[src/hdl/lbf_pkg.sv]
// Shared types and constants for the learning bridge forwarder.
// No dependencies; imported by every module of the block.
`default_nettype none

package lbf_pkg;

  localparam int LBF_TABLE_ENTRIES = 64;
  localparam int LBF_NUM_PORTS     = 8;
  localparam int LBF_QUEUE_DEPTH   = 2;

  localparam int LBF_MAC_W  = 48;
  localparam int LBF_PORT_W = 3;
  localparam int LBF_MASK_W = 8;

  // ports that exist on this bridge, limited to the 8-bit mask
  localparam logic [LBF_MASK_W-1:0] LBF_PORT_BITS =
    (LBF_NUM_PORTS >= LBF_MASK_W) ? {LBF_MASK_W{1'b1}} :
    LBF_MASK_W'((1 << LBF_NUM_PORTS) - 1);

  // source learn outcome
  localparam logic [1:0] LBF_ACT_KNOWN   = 2'd0;
  localparam logic [1:0] LBF_ACT_LEARNED = 2'd1;
  localparam logic [1:0] LBF_ACT_MOVED   = 2'd2;
  localparam logic [1:0] LBF_ACT_FULL    = 2'd3;

  // classified header as it travels from front to back
  typedef struct packed {
    logic [LBF_MAC_W-1:0]  dst_mac;
    logic [LBF_MAC_W-1:0]  src_mac;
    logic [LBF_PORT_W-1:0] in_port;
    logic                  same_mac;
    logic [LBF_MASK_W-1:0] flood_mask;
  } lbf_item_t;

  // one table entry
  typedef struct packed {
    logic [LBF_PORT_W-1:0] port;
    logic [LBF_MAC_W-1:0]  mac;
  } lbf_entry_t;

endpackage

`default_nettype wire

[src/hdl/lbf_front.sv]
// Input stage: takes headers from the stream, precomputes the flood mask
// and the source/destination equality. Depends on lbf_pkg.
`default_nettype none

module lbf_front
  import lbf_pkg::*;
(
  input  wire logic                  clk,
  input  wire logic                  rst,
  input  wire logic                  in_valid,
  output      logic                  in_ready,
  input  wire logic [LBF_MAC_W-1:0]  dst_mac,
  input  wire logic [LBF_MAC_W-1:0]  src_mac,
  input  wire logic [LBF_PORT_W-1:0] in_port,
  input  wire logic [LBF_MASK_W-1:0] domain_mask,
  output      logic                  push_valid,
  input  wire logic                  push_ready,
  output      lbf_item_t             push_item
);

  logic      stg_valid;
  lbf_item_t stg_item;

  assign in_ready   = !stg_valid || push_ready;
  assign push_valid = stg_valid;
  assign push_item  = stg_item;

  always_ff @(posedge clk) begin
    if (rst) begin
      stg_valid <= 1'b0;
    end else if (in_ready) begin
      stg_valid <= in_valid;
    end
  end

  always_ff @(posedge clk) begin
    if (in_valid && in_ready) begin
      stg_item.dst_mac    <= dst_mac;
      stg_item.src_mac    <= src_mac;
      stg_item.in_port    <= in_port;
      stg_item.same_mac   <= (dst_mac == src_mac);
      stg_item.flood_mask <= domain_mask & ~(LBF_MASK_W'(1) << in_port) & LBF_PORT_BITS;
    end
  end

endmodule

`default_nettype wire

[src/hdl/lbf_queue.sv]
// Short queue of classified headers between front and back.
// Depends on lbf_pkg.
`default_nettype none

module lbf_queue
  import lbf_pkg::*;
(
  input  wire logic      clk,
  input  wire logic      rst,
  input  wire logic      wr_valid,
  output      logic      wr_ready,
  input  wire lbf_item_t wr_item,
  output      logic      rd_valid,
  input  wire logic      rd_ready,
  output      lbf_item_t rd_item
);

  localparam int PTR_W = $clog2(LBF_QUEUE_DEPTH);
  localparam int CNT_W = $clog2(LBF_QUEUE_DEPTH + 1);

  lbf_item_t        slots [LBF_QUEUE_DEPTH];
  logic [PTR_W-1:0] wr_ptr;
  logic [PTR_W-1:0] rd_ptr;
  logic [CNT_W-1:0] count;
  logic             push;
  logic             pop;

  assign wr_ready = (count != CNT_W'(LBF_QUEUE_DEPTH));
  assign rd_valid = (count != '0);
  assign rd_item  = slots[rd_ptr];
  assign push     = wr_valid && wr_ready;
  assign pop      = rd_ready && rd_valid;

  always_ff @(posedge clk) begin
    if (rst) begin
      wr_ptr <= '0;
      rd_ptr <= '0;
      count  <= '0;
    end else begin
      if (push) begin
        wr_ptr <= (wr_ptr == PTR_W'(LBF_QUEUE_DEPTH - 1)) ? '0 : wr_ptr + 1'b1;
      end
      if (pop) begin
        rd_ptr <= (rd_ptr == PTR_W'(LBF_QUEUE_DEPTH - 1)) ? '0 : rd_ptr + 1'b1;
      end
      case ({push, pop})
        2'b10:   count <= count + 1'b1;
        2'b01:   count <= count - 1'b1;
        default: count <= count;
      endcase
    end
  end

  always_ff @(posedge clk) begin
    if (push) begin
      slots[wr_ptr] <= wr_item;
    end
  end

endmodule

`default_nettype wire

[src/hdl/lbf_back.sv]
// Table engine: scans the MAC table once per header for source and
// destination, learns or moves the source, builds the result.
// Depends on lbf_pkg.
`default_nettype none

module lbf_back
  import lbf_pkg::*;
#(
  parameter int TABLE_ENTRIES = LBF_TABLE_ENTRIES,
  localparam int IDX_W = $clog2(TABLE_ENTRIES),
  localparam int CNT_W = $clog2(TABLE_ENTRIES + 1)
) (
  input  wire logic                  clk,
  input  wire logic                  rst,
  input  wire logic                  q_valid,
  output      logic                  q_ready,
  input  wire lbf_item_t             q_item,
  output      logic                  out_valid,
  input  wire logic                  out_ready,
  output      logic [LBF_MASK_W-1:0] out_mask,
  output      logic                  dst_known,
  output      logic [1:0]            src_action,
  output      logic [LBF_PORT_W-1:0] old_port,
  output      logic [CNT_W-1:0]      fill
);

  localparam logic [1:0] ST_IDLE = 2'd0;
  localparam logic [1:0] ST_SCAN = 2'd1;
  localparam logic [1:0] ST_DONE = 2'd2;

  logic [1:0] state;

  lbf_entry_t mem [TABLE_ENTRIES];
  lbf_entry_t rdata;
  logic       rvalid;
  logic [IDX_W-1:0] cidx;
  logic [CNT_W-1:0] issue;
  logic             rd_en;

  lbf_item_t             item;
  logic                  src_hit;
  logic [IDX_W-1:0]      src_idx;
  logic [LBF_PORT_W-1:0] src_port;
  logic                  dst_hit;
  logic [LBF_PORT_W-1:0] dst_port;

  logic                  load;
  logic [1:0]            act;
  logic                  known;
  logic [LBF_PORT_W-1:0] fwd_port;
  logic [LBF_MASK_W-1:0] mask;
  logic                  mem_we;
  logic [IDX_W-1:0]      waddr;

  assign q_ready = (state == ST_IDLE);
  assign rd_en   = (state == ST_SCAN) && (issue < fill);
  assign load    = (state == ST_DONE) && (!out_valid || out_ready);

  always_comb begin
    if (src_hit) begin
      act = (src_port == item.in_port) ? LBF_ACT_KNOWN : LBF_ACT_MOVED;
    end else begin
      act = (fill < CNT_W'(TABLE_ENTRIES)) ? LBF_ACT_LEARNED : LBF_ACT_FULL;
    end
    // destination equal to source sees the entry as just updated
    if (item.same_mac && act != LBF_ACT_FULL) begin
      known    = 1'b1;
      fwd_port = item.in_port;
    end else begin
      known    = dst_hit;
      fwd_port = dst_port;
    end
    mask   = known ? ((LBF_MASK_W'(1) << fwd_port) & LBF_PORT_BITS) : item.flood_mask;
    mem_we = load && (act == LBF_ACT_LEARNED || act == LBF_ACT_MOVED);
    waddr  = (act == LBF_ACT_MOVED) ? src_idx : fill[IDX_W-1:0];
  end

  always_ff @(posedge clk) begin
    if (mem_we) begin
      mem[waddr] <= '{port: item.in_port, mac: item.src_mac};
    end
    if (rd_en) begin
      rdata <= mem[issue[IDX_W-1:0]];
    end
  end

  always_ff @(posedge clk) begin
    if (rst) begin
      state     <= ST_IDLE;
      fill      <= '0;
      rvalid    <= 1'b0;
      out_valid <= 1'b0;
    end else begin
      rvalid <= rd_en;
      if (load) begin
        out_valid <= 1'b1;
      end else if (out_ready) begin
        out_valid <= 1'b0;
      end
      unique case (state)
        ST_IDLE: begin
          if (q_valid) begin
            state <= ST_SCAN;
          end
        end
        ST_SCAN: begin
          if (!rd_en && !rvalid) begin
            state <= ST_DONE;
          end
        end
        ST_DONE: begin
          if (load) begin
            state <= ST_IDLE;
            if (act == LBF_ACT_LEARNED) begin
              fill <= fill + 1'b1;
            end
          end
        end
        default: state <= ST_IDLE;
      endcase
    end
  end

  always_ff @(posedge clk) begin
    if (state == ST_IDLE && q_valid) begin
      item    <= q_item;
      issue   <= '0;
      src_hit <= 1'b0;
      dst_hit <= 1'b0;
    end else begin
      if (rd_en) begin
        issue <= issue + 1'b1;
      end
      // entries are unique, so at most one hit per address
      if (rvalid && rdata.mac == item.src_mac) begin
        src_hit  <= 1'b1;
        src_idx  <= cidx;
        src_port <= rdata.port;
      end
      if (rvalid && rdata.mac == item.dst_mac) begin
        dst_hit  <= 1'b1;
        dst_port <= rdata.port;
      end
    end
    cidx <= issue[IDX_W-1:0];
    if (load) begin
      out_mask   <= mask;
      dst_known  <= known;
      src_action <= act;
      old_port   <= (act == LBF_ACT_MOVED) ? src_port : '0;
    end
  end

endmodule

`default_nettype wire

[src/hdl/mac_learning_bridge_forwarder_unit.sv]
// Top level of the learning bridge forwarder: domain register, front
// stage, header queue and table engine. Depends on lbf_pkg and submodules.
//
//   channel   dir  handshake                      payload
//   s_axis    in   s_axis_tvalid / s_axis_tready  dst_mac, src_mac, in_port
//   m_axis    out  m_axis_tvalid / m_axis_tready  out_mask, dst_known,
//                                                 src_action, old_port
//   cfg       in   domain_mask_we                 domain_mask_wdata
//
// The MAC table memory in the table engine has one read port and is scanned
// once per header. Front stage and a 2-deep queue keep accepting while the engine
// works, until both are full.
// Reset empties the table at once (fill count to zero), domain_mask = all ones.
// A waiting result holds in the output register while the next header is scanned.
`default_nettype none

module mac_learning_bridge_forwarder_unit
  import lbf_pkg::*;
#(
  parameter int TABLE_ENTRIES = LBF_TABLE_ENTRIES
) (
  input  wire logic         clk,
  input  wire logic         rst,
  input  wire logic         s_axis_tvalid,
  output      logic         s_axis_tready,
  // dst_mac[47:0], src_mac[95:48], in_port[98:96], zero[103:99]
  input  wire logic [103:0] s_axis_tdata,
  output      logic         m_axis_tvalid,
  input  wire logic         m_axis_tready,
  // out_mask[7:0], dst_known[8], src_action[10:9], old_port[13:11], zero[15:14]
  output      logic [15:0]  m_axis_tdata,
  input  wire logic         domain_mask_we,
  input  wire logic [7:0]   domain_mask_wdata
);

  localparam int CNT_W = $clog2(TABLE_ENTRIES + 1);

  logic [LBF_MASK_W-1:0] domain_mask;
  logic                  push_valid;
  logic                  push_ready;
  lbf_item_t             push_item;
  logic                  q_valid;
  logic                  q_ready;
  lbf_item_t             q_item;
  logic [LBF_MASK_W-1:0] out_mask;
  logic                  dst_known;
  logic [1:0]            src_action;
  logic [LBF_PORT_W-1:0] old_port;
  logic [CNT_W-1:0]      fill;

  always_ff @(posedge clk) begin
    if (rst) begin
      domain_mask <= '1;
    end else if (domain_mask_we) begin
      domain_mask <= domain_mask_wdata;
    end
  end

  lbf_front u_front (
    .clk        (clk),
    .rst        (rst),
    .in_valid   (s_axis_tvalid),
    .in_ready   (s_axis_tready),
    .dst_mac    (s_axis_tdata[47:0]),
    .src_mac    (s_axis_tdata[95:48]),
    .in_port    (s_axis_tdata[98:96]),
    .domain_mask(domain_mask),
    .push_valid (push_valid),
    .push_ready (push_ready),
    .push_item  (push_item)
  );

  lbf_queue u_queue (
    .clk     (clk),
    .rst     (rst),
    .wr_valid(push_valid),
    .wr_ready(push_ready),
    .wr_item (push_item),
    .rd_valid(q_valid),
    .rd_ready(q_ready),
    .rd_item (q_item)
  );

  lbf_back #(
    .TABLE_ENTRIES(TABLE_ENTRIES)
  ) u_back (
    .clk       (clk),
    .rst       (rst),
    .q_valid   (q_valid),
    .q_ready   (q_ready),
    .q_item    (q_item),
    .out_valid (m_axis_tvalid),
    .out_ready (m_axis_tready),
    .out_mask  (out_mask),
    .dst_known (dst_known),
    .src_action(src_action),
    .old_port  (old_port),
    .fill      (fill)
  );

  assign m_axis_tdata = {2'b00, old_port, src_action, dst_known, out_mask};

`ifndef SYNTHESIS
  a_fill_bound: assert property (@(posedge clk) disable iff (rst)
    fill <= CNT_W'(TABLE_ENTRIES))
    else $error("table fill count beyond table size");

  a_old_port_zero: assert property (@(posedge clk) disable iff (rst)
    (m_axis_tvalid && src_action != LBF_ACT_MOVED) |-> (old_port == '0))
    else $error("old_port set without a move");

  a_known_single: assert property (@(posedge clk) disable iff (rst)
    (m_axis_tvalid && dst_known) |-> $onehot0(out_mask))
    else $error("known destination forwarded to several ports");

  a_learn_fills: assert property (@(posedge clk) disable iff (rst)
    (m_axis_tvalid && src_action == LBF_ACT_LEARNED) |-> (fill != '0))
    else $error("learned source but table empty");
`endif

endmodule

`default_nettype wire
[config.mk]
export PLATFORM = sky130hd
export DESIGN_NAME = mac_learning_bridge_forwarder_unit
export DESIGN_NICKNAME = d
export VERILOG_FILES = /design/src/hdl/lbf_pkg.sv /design/src/hdl/lbf_front.sv /design/src/hdl/lbf_queue.sv /design/src/hdl/lbf_back.sv /design/src/hdl/mac_learning_bridge_forwarder_unit.sv
export SDC_FILE = /design/constraint.sdc
export NUM_CORES = 2
export LEC_CHECK = 0
export BUFFER_PORTS_ARGS = -buffer_cell sky130_fd_sc_hd__buf_4
export CORE_ASPECT_RATIO = 2
export CORE_MARGIN = 2
export CORE_UTILIZATION = 40
export CTS_BUF_LIST = sky130_fd_sc_hd__clkbuf_16
export DETAILED_ROUTE_END_ITERATION = 16
export SLEW_MARGIN = 15
export SYNTH_ARGS = -nofsm -noshare
export SYNTH_HDL_FRONTEND = slang
export SYNTH_HIERARCHICAL = 1
export SYNTH_SLANG_ARGS = --single-unit
[constraint.sdc]
create_clock -name clk -period 5.8 [get_ports clk]
set_input_delay 0 -clock clk [delete_from_list [all_inputs] [get_ports clk]]
set_output_delay 0 -clock clk [all_outputs]
set_load 0.02 [all_outputs]
-- Yosys cells after proc, flatten, opt, wreduce, memory -nomap -nowiden
Memory sizes are Yosys's and may differ from the RTL's. A register that Yosys moved wholly into a read port is not among the register bits.
Index checks and enable logic that the tools add are counted.
- add/sub/neg operators: 6
- magnitude comparators: 2
- equal/unequal tests: 15
- shift-type cells: 2
- muxes and demuxes: 20
- bitwise logic cells: 3
- reductions and logical operators: 25
- operators with widths (kind ; number):
    equality test 48 bit ; 3
    << shifter 1 x 3 -> 8 bit (first input constant) ; 2
    adder 7 x 1 -> 7 bit (second input constant) ; 2
    two-way mux 2 bit ; 6
    logical AND 1 bit ; 10
    two-way mux 1 bit ; 9
    bitwise AND 8 bit ; 1
    two-way mux 8 bit ; 1
    inverter 8 bit ; 1
    < comparator 7 bit ; 1
    < comparator 7 bit (second input constant) ; 1
    equality test 2 x 1 -> 1 bit (second input constant) ; 3
    equality test 2 bit (second input constant) ; 3
    two-way mux 6 bit ; 1
    != test 2 bit (second input constant) ; 3
    case mux 2 bit (3 select lines) ; 1
    AND reduction 3 bit ; 2
    nonzero test 2 bit ; 3
    zero test 1 bit ; 4
    != test 2 x 1 -> 1 bit (second input constant) ; 2
    case mux 2 bit (2 select lines) ; 1
    AND reduction 2 bit ; 2
    equality test 3 bit ; 1
    logical OR 1 bit ; 3
    other kinds (6) ; 7
- bits in registers: 173
- bits in writable memories: 3480
- bits of input ports: 117
- output and inout port bits: 18
- logic and storage cells: 100
- memories kept: 2
- memories (memory ; words ; width ; rd ports ; clocked after memory_dff ; write ports ; RTL line ; source):
    u_back.mem ; 64 ; 51 ; 1 ; 1 ; 1 ; lbf_back.sv:33 ; lbf_entry_t mem [TABLE_ENTRIES];
    u_queue.slots ; 2 ; 108 ; 1 ; 1 ; 1 ; lbf_queue.sv:21 ; lbf_item_t slots [LBF_QUEUE_DEPTH];

-- Logic depth before layout (Yosys ltp)
- depth in word-level cells: 8
- gate-level depth with buffers: 10
- depth with buffers taken out: 8

-- Hierarchy
Netlist, hierarchy kept.
- by module, submodules not included (module ; instances ; cells each ; area an instance (sq um) ; seq. area each (sq um)):
    lbf_back ; 1 ; 5941 ; 132119.2 ; 104089.8
    lbf_queue ; 1 ; 360 ; 8003.9 ; 6586.3
    lbf_front ; 1 ; 191 ; 3891.2 ; 3263.1
    mac_learning_bridge_forwarder_unit ; 1 ; 30 ; 329.1 ; 160.2

-- Least setup slack after synthesis
No wires, ideal clock.
- kind: flip-flop to flip-flop
- start: register u_back/item[11] (netlist name)
- end: memory u_back/mem[0][0] (netlist bit), enable pin
- library setup time: 460 ps
- arrival: 4618 ps
- required time: 5340 ps
- slack: 722 ps
- cell stages (with the launch flop): 9
- path buffers: 2
- clock period less this slack: 5078 ps
- path through: edfxtp_1 xnor2_1 a31o_2 clkbuf_1 nor3_1 a31oi_1 or3_1 clkbuf_1 nor2_1
- cells in the longest elaborated chain, start to end: 8
- elaborated cells between the ends (all ways): 10
- those cells by class: eq/ne (3); mux (5); reduce/logical (2)
- RTL lines (element ; RTL line ; source):
    equality test 3 bit (*) ; lbf_back.sv:61 ; act = (src_port == item.in_port) ? LBF_ACT_KNOWN : LBF_ACT_MOVED;
    two-way mux 2 bit (*) ; lbf_back.sv:61 ;
    two-way mux 2 bit (*) ; lbf_back.sv:60 ; if (src_hit) begin
    equality test 2 x 1 -> 1 bit / equality test 2 bit (equally long branches) ; lbf_back.sv:74, lbf_back.sv:75 ;
    logical OR 1 bit ; lbf_back.sv:74 ; mem_we = load && (act == LBF_ACT_LEARNED || act == LBF_ACT_MOVED);
    logical AND 1 bit ; lbf_back.sv:74 ;
    two-way mux 1 bit ; lbf_back.sv:79 ; if (mem_we) begin
    two-way mux 1 bit (not written as such) ; lbf_back.sv:80 ; mem[waddr] <= '{port: item.in_port, mac: item.src_mac};
    end: declaration ; lbf_back.sv:33 ;
Mark *: on every way between the ends. The rest lies on a longest branch, timed or not.

-- Worst setup path after layout
- start: register u_back.src_hit
- end: memory u_back/mem[18][38] (netlist bit), enable pin
- cells in the longest elaborated chain, start to end: 6
- elaborated cells between the ends (all ways): 8
- those cells by class: eq/ne (2); mux (4); reduce/logical (2)
- RTL lines (element ; RTL line ; source):
    start: declaration ; lbf_back.sv:41 ; logic src_hit;
    start signal: assignment ; lbf_back.sv:128 ; src_hit <= 1'b0;
    start signal: assignment ; lbf_back.sv:136 ; src_hit <= 1'b1;
    two-way mux 2 bit (*) ; lbf_back.sv:60 ;
    via u_back.act[0] ; lbf_back.sv:48 ; logic [1:0] act;
    equality test 2 x 1 -> 1 bit / equality test 2 bit (equally long branches) ; lbf_back.sv:74, lbf_back.sv:75 ;
    logical OR 1 bit ; lbf_back.sv:74 ;
    logical AND 1 bit ; lbf_back.sv:74 ;
    two-way mux 1 bit ; lbf_back.sv:79 ;
    two-way mux 1 bit (not written as such) ; lbf_back.sv:80 ;
The timed path passes the listed nets; every way through them passes the cells marked *.

==> results.json <==
{
  "outcome": "finished clean",
  "dp_hpwl_um": 213000,
  "cell_area_after_placement_um2": 153000,
  "synthesized_area_um2": 144000,
  "grt_antenna_before_repair": 14,
  "power_per_cell_area_nw_per_um2": 395,
  "postRouteWirelength_um": 373000,
  "timing.hold.worst.start": "s_axis_tdata[97]",
  "via_count_of_the_first_global_routing_pass": 70100,
  "met1_grt_util": 0.272,
  "r2r-end": "u_back/mem[18][38]",
  "drc": 0,
  "hold_path.class": "primary input to flop",
  "final_layout_size_suffix_gt1_frac": 0.239,
  "floorplan.io_pins": 135,
  "clock-root-buffer": "clkbuf_16",
  "launching_point_of_the_worst_reg2reg_path": "u_back/src_hit",
  "tritoncts": "yes",
  "worst-endpoint-required_ns": 6.29,
  "global_routing_s_busiest_layer": "met2",
  "die-width_um": 429,
  "report.final.hold_viol_count": 0,
  "dr.pass1.iters": 5,
  "max_clock_freq_mhz": 240,
  "post-cts-setup-buffer-count": 0,
  "vdd.ir_drop.worst_mv": 0.383,
  "num-nets-final": 7274,
  "rsz0062_at_grt": "false",
  "cpPeakStageDelay_ns": 0.83,
  "rrSetupSlack_ns": 1.64,
  "synth-warning-count": 6,
  "floorplan.die.height_um": 854,
  "layout_commonest_cell": "edfxtp_1",
  "max-slew-margin-rel": 0.246,
  "finish.instance_area_um2": 166000,
  "grt_start_max_net_pins": 128,
  "vias": 69600,
  "initial_core_util": 0.401,
  "htreeDepth": 5,
  "area_growth_pct": 15.0,
  "clock_insertion_delay_worst_skew_ns": 0.89,
  "die_area_um2": 366000,
  "timing.reg2reg.worst_path_depth": 6,
  "worst_setup_path_start_kind": "flop",
  "path_buf_inv": 2,
  "ys_seq_area_frac": 0.790,
  "kind_of_end_point_of_the_critical_path": "flop",
  "critical_path_fanout_max": 24,
  "synth_enable_flop_cells": 3773,
  "most-common-layout-cells": "3773 x edfxtp_1, 714 x mux4_2, 355 x clkbuf_16",
  "wire_per_inst_um": 30.8,
  "gp_congestion": 0.853,
  "place.port_buffers": 127,
  "worst-slew-pin-transition_ns": 1.13,
  "ctsLongestPathBuffers": 4,
  "grt_pass1_wl_um": 526000,
  "power.leakage_uw": 0.0504,
  "setup_viol_count_final": 0,
  "critPathCapture": "u_back/mem[18][38]",
  "post-route-min-period_ns": 4.16,
  "yosys_most_used_dff": "edfxtp_1",
  "clock_sinks": 3813,
  "finClkSkew_ns": 0.0410,
  "critPathArrivalTime_ns": 4.65,
  "cpMaxStageDelayCell": "nor2_4",
  "fin_tns_setup_ns": 0,
  "worstSetupPathDepth": 6,
  "final.period_utilization": 0.718,
  "worst_setup_path_startpoint": "u_back/src_hit",
  "ys_ff_latch": 3813,
  "start_to_end_type_of_the_worst_setup_path": "flop to flop",
  "grt_overflow_total": 0,
  "path_clk_slew_ns": 0.06,
  "rows": 312,
  "async_flop_share": 0,
  "number_of_slew_limit_violations_in_the_final_report": 0,
  "drv_cap": 0,
  "yosys.cell_types.count": 61,
  "viasPerCell": 5.73,
  "synth_area_per_cell_um2": 22.1,
  "cts_resized": 0,
  "cp_cell_sequence": "inv_1 -> a31o_2 -> o31ai_1 -> nand2_1 -> nor2_4 -> buf_4",
  "cts_buffers": 350,
  "design.core.area_um2": 360000,
  "gr-usage-met2": 0.336,
  "syn-instance-count": 6522,
  "met3_usage": 0.0295,
  "grt_use_total": 0.200,
  "family_with_the_most_delay_on_the_worst_path": "simple AND/OR/NAND/NOR gates",
  "dr.first_iter.drc_count": 8114,
  "final_antenna_net_count": 0
}
-- flip-flops by register name, summed over array words and instances (netlist names), 2 cells and up, named ones only --
register / count
u_back/dst_port: 3
u_back/out_mask: 8
u_back/cidx: 6
u_back/state: 2
u_queue/slots: 216
domain_mask: 8
u_back/old_port: 3
u_back/fill: 7
u_back/item: 108
u_back/mem: 3264
u_back/src_idx: 6
u_back/src_port: 3
u_back/rdata: 51
u_queue/count: 2
u_front/push_item: 108
u_back/issue: 7
u_back/src_action: 2
-- timing repair --
item / CTS / global route
endpoints found under the setup margin: 0 / 0
endpoints found under the hold margin: 196 / 0
hold buffers: 229 / 0
-- metal layers --
metal | share of wire | vias up
met2 | 0.50 | 2858
li1 | - | 28700
met5 | 0.000091 | -
met3 | 0.071 | 569
met1 | 0.40 | 37400
met4 | 0.031 | 4
-- cell families after synthesis --
| group | after synthesis | synth area share |
|---|---|---|
| AO/OA/AOI/OAI | 614 | 0.0301 |
| XOR/XNOR | 150 | 0.00910 |
| adder cells (fa/ha/maj) | 9 | 0.000780 |
| buffers and inverters | 368 | 0.0119 |
| flip-flops | 3813 | 0.790 |
| multiplexers | 1171 | 0.144 |
| other | 1 | 0.0000260 |
| AND/OR/NAND/NOR | 396 | 0.0135 |
-- cell type report --
type / instances / area, um2
Clock buffer: 355 / 8880
Clock inverter: 264 / 2090
Timing Repair Buffer: 609 / 5800
Tap cell: 4710 / 5890
Fill cell: 29600 / 194000
Antenna cell: 3 / 7.51
Sequential cell: 3813 / 114000
Inverter: 32 / 125
Multi-Input combinational cell: 2342 / 29100
-- where the power goes --
part | leakage (uW) | internal [uW] | switching (uW)
clock network | 0.00564 | 12600 | 9920
logic | 0.0104 | 2700 | 5990
registers | 0.0344 | 34000 | 376
total | 0.0504 | 49300 | 16300
-- worst min-delay path by stage --
| stage | end | slack, ns | depth (start not counted) |
|---|---|---|---|
| 2_1_floorplan | u_front/push_valid | 0.07 | 1 |
| 3_3_place_gp | u_front/push_item[81] | 0.20 | 1 |
| 3_5_place_dp | u_front/push_item[87] | 0.20 | 1 |
| 4_1_cts | u_queue/rd_ptr | 0.01 | 3 |
| 5_1_grt | u_queue/rd_ptr | 0.07 | 3 |
| 6_report | u_front/push_item[5] | 0.07 | 4 |
-- stage by stage --
step	cells	utilization	hold WS [ns]	total power, uW	worst slack (ns)
floorplan	6523	-	0.0691	40100	0.722
global placement	11300	0.424	0.197	43300	1.80
detailed placement	11300	0.424	0.196	43600	1.76
CTS	12100	0.461	0.0137	66000	1.72
global route	12100	0.461	0.0659	67600	1.54
finish	12100	0.461	0.0716	65600	1.64
-- tightest hold or removal path: cells and delay by family --
| family | cells | cell delay (ns) |
|---|---|---|
| AO/OA/AOI/OAI | 1 | 0.12 |
| buffers and inverters | 3 | 0.70 |
-- cell usage after synthesis, drive strengths merged (19+ instances only) --
cell type | n | area (um2)
edfxtp | 3773 | 113000
mux4 | 714 | 16100
mux2i | 347 | 3470
buf | 182 | 1030
clkbuf | 154 | 578
mux2 | 110 | 1240
o22ai | 109 | 682
nand2 | 102 | 385
a21oi | 92 | 464
nor2 | 91 | 342
xor2 | 90 | 788
a211oi | 70 | 526
a221oi | 69 | 604
o221ai | 68 | 596
o21ai | 64 | 320
xnor2 | 60 | 526
a22oi | 53 | 398
nor2b | 53 | 332
a211o | 42 | 375
nor3 | 42 | 215
dfxtp | 40 | 801
inv | 32 | 120
nand2b | 30 | 188
nor4 | 24 | 150
nand4 | 19 | 119
Note: power is estimated with default switching activity, not from simulation.
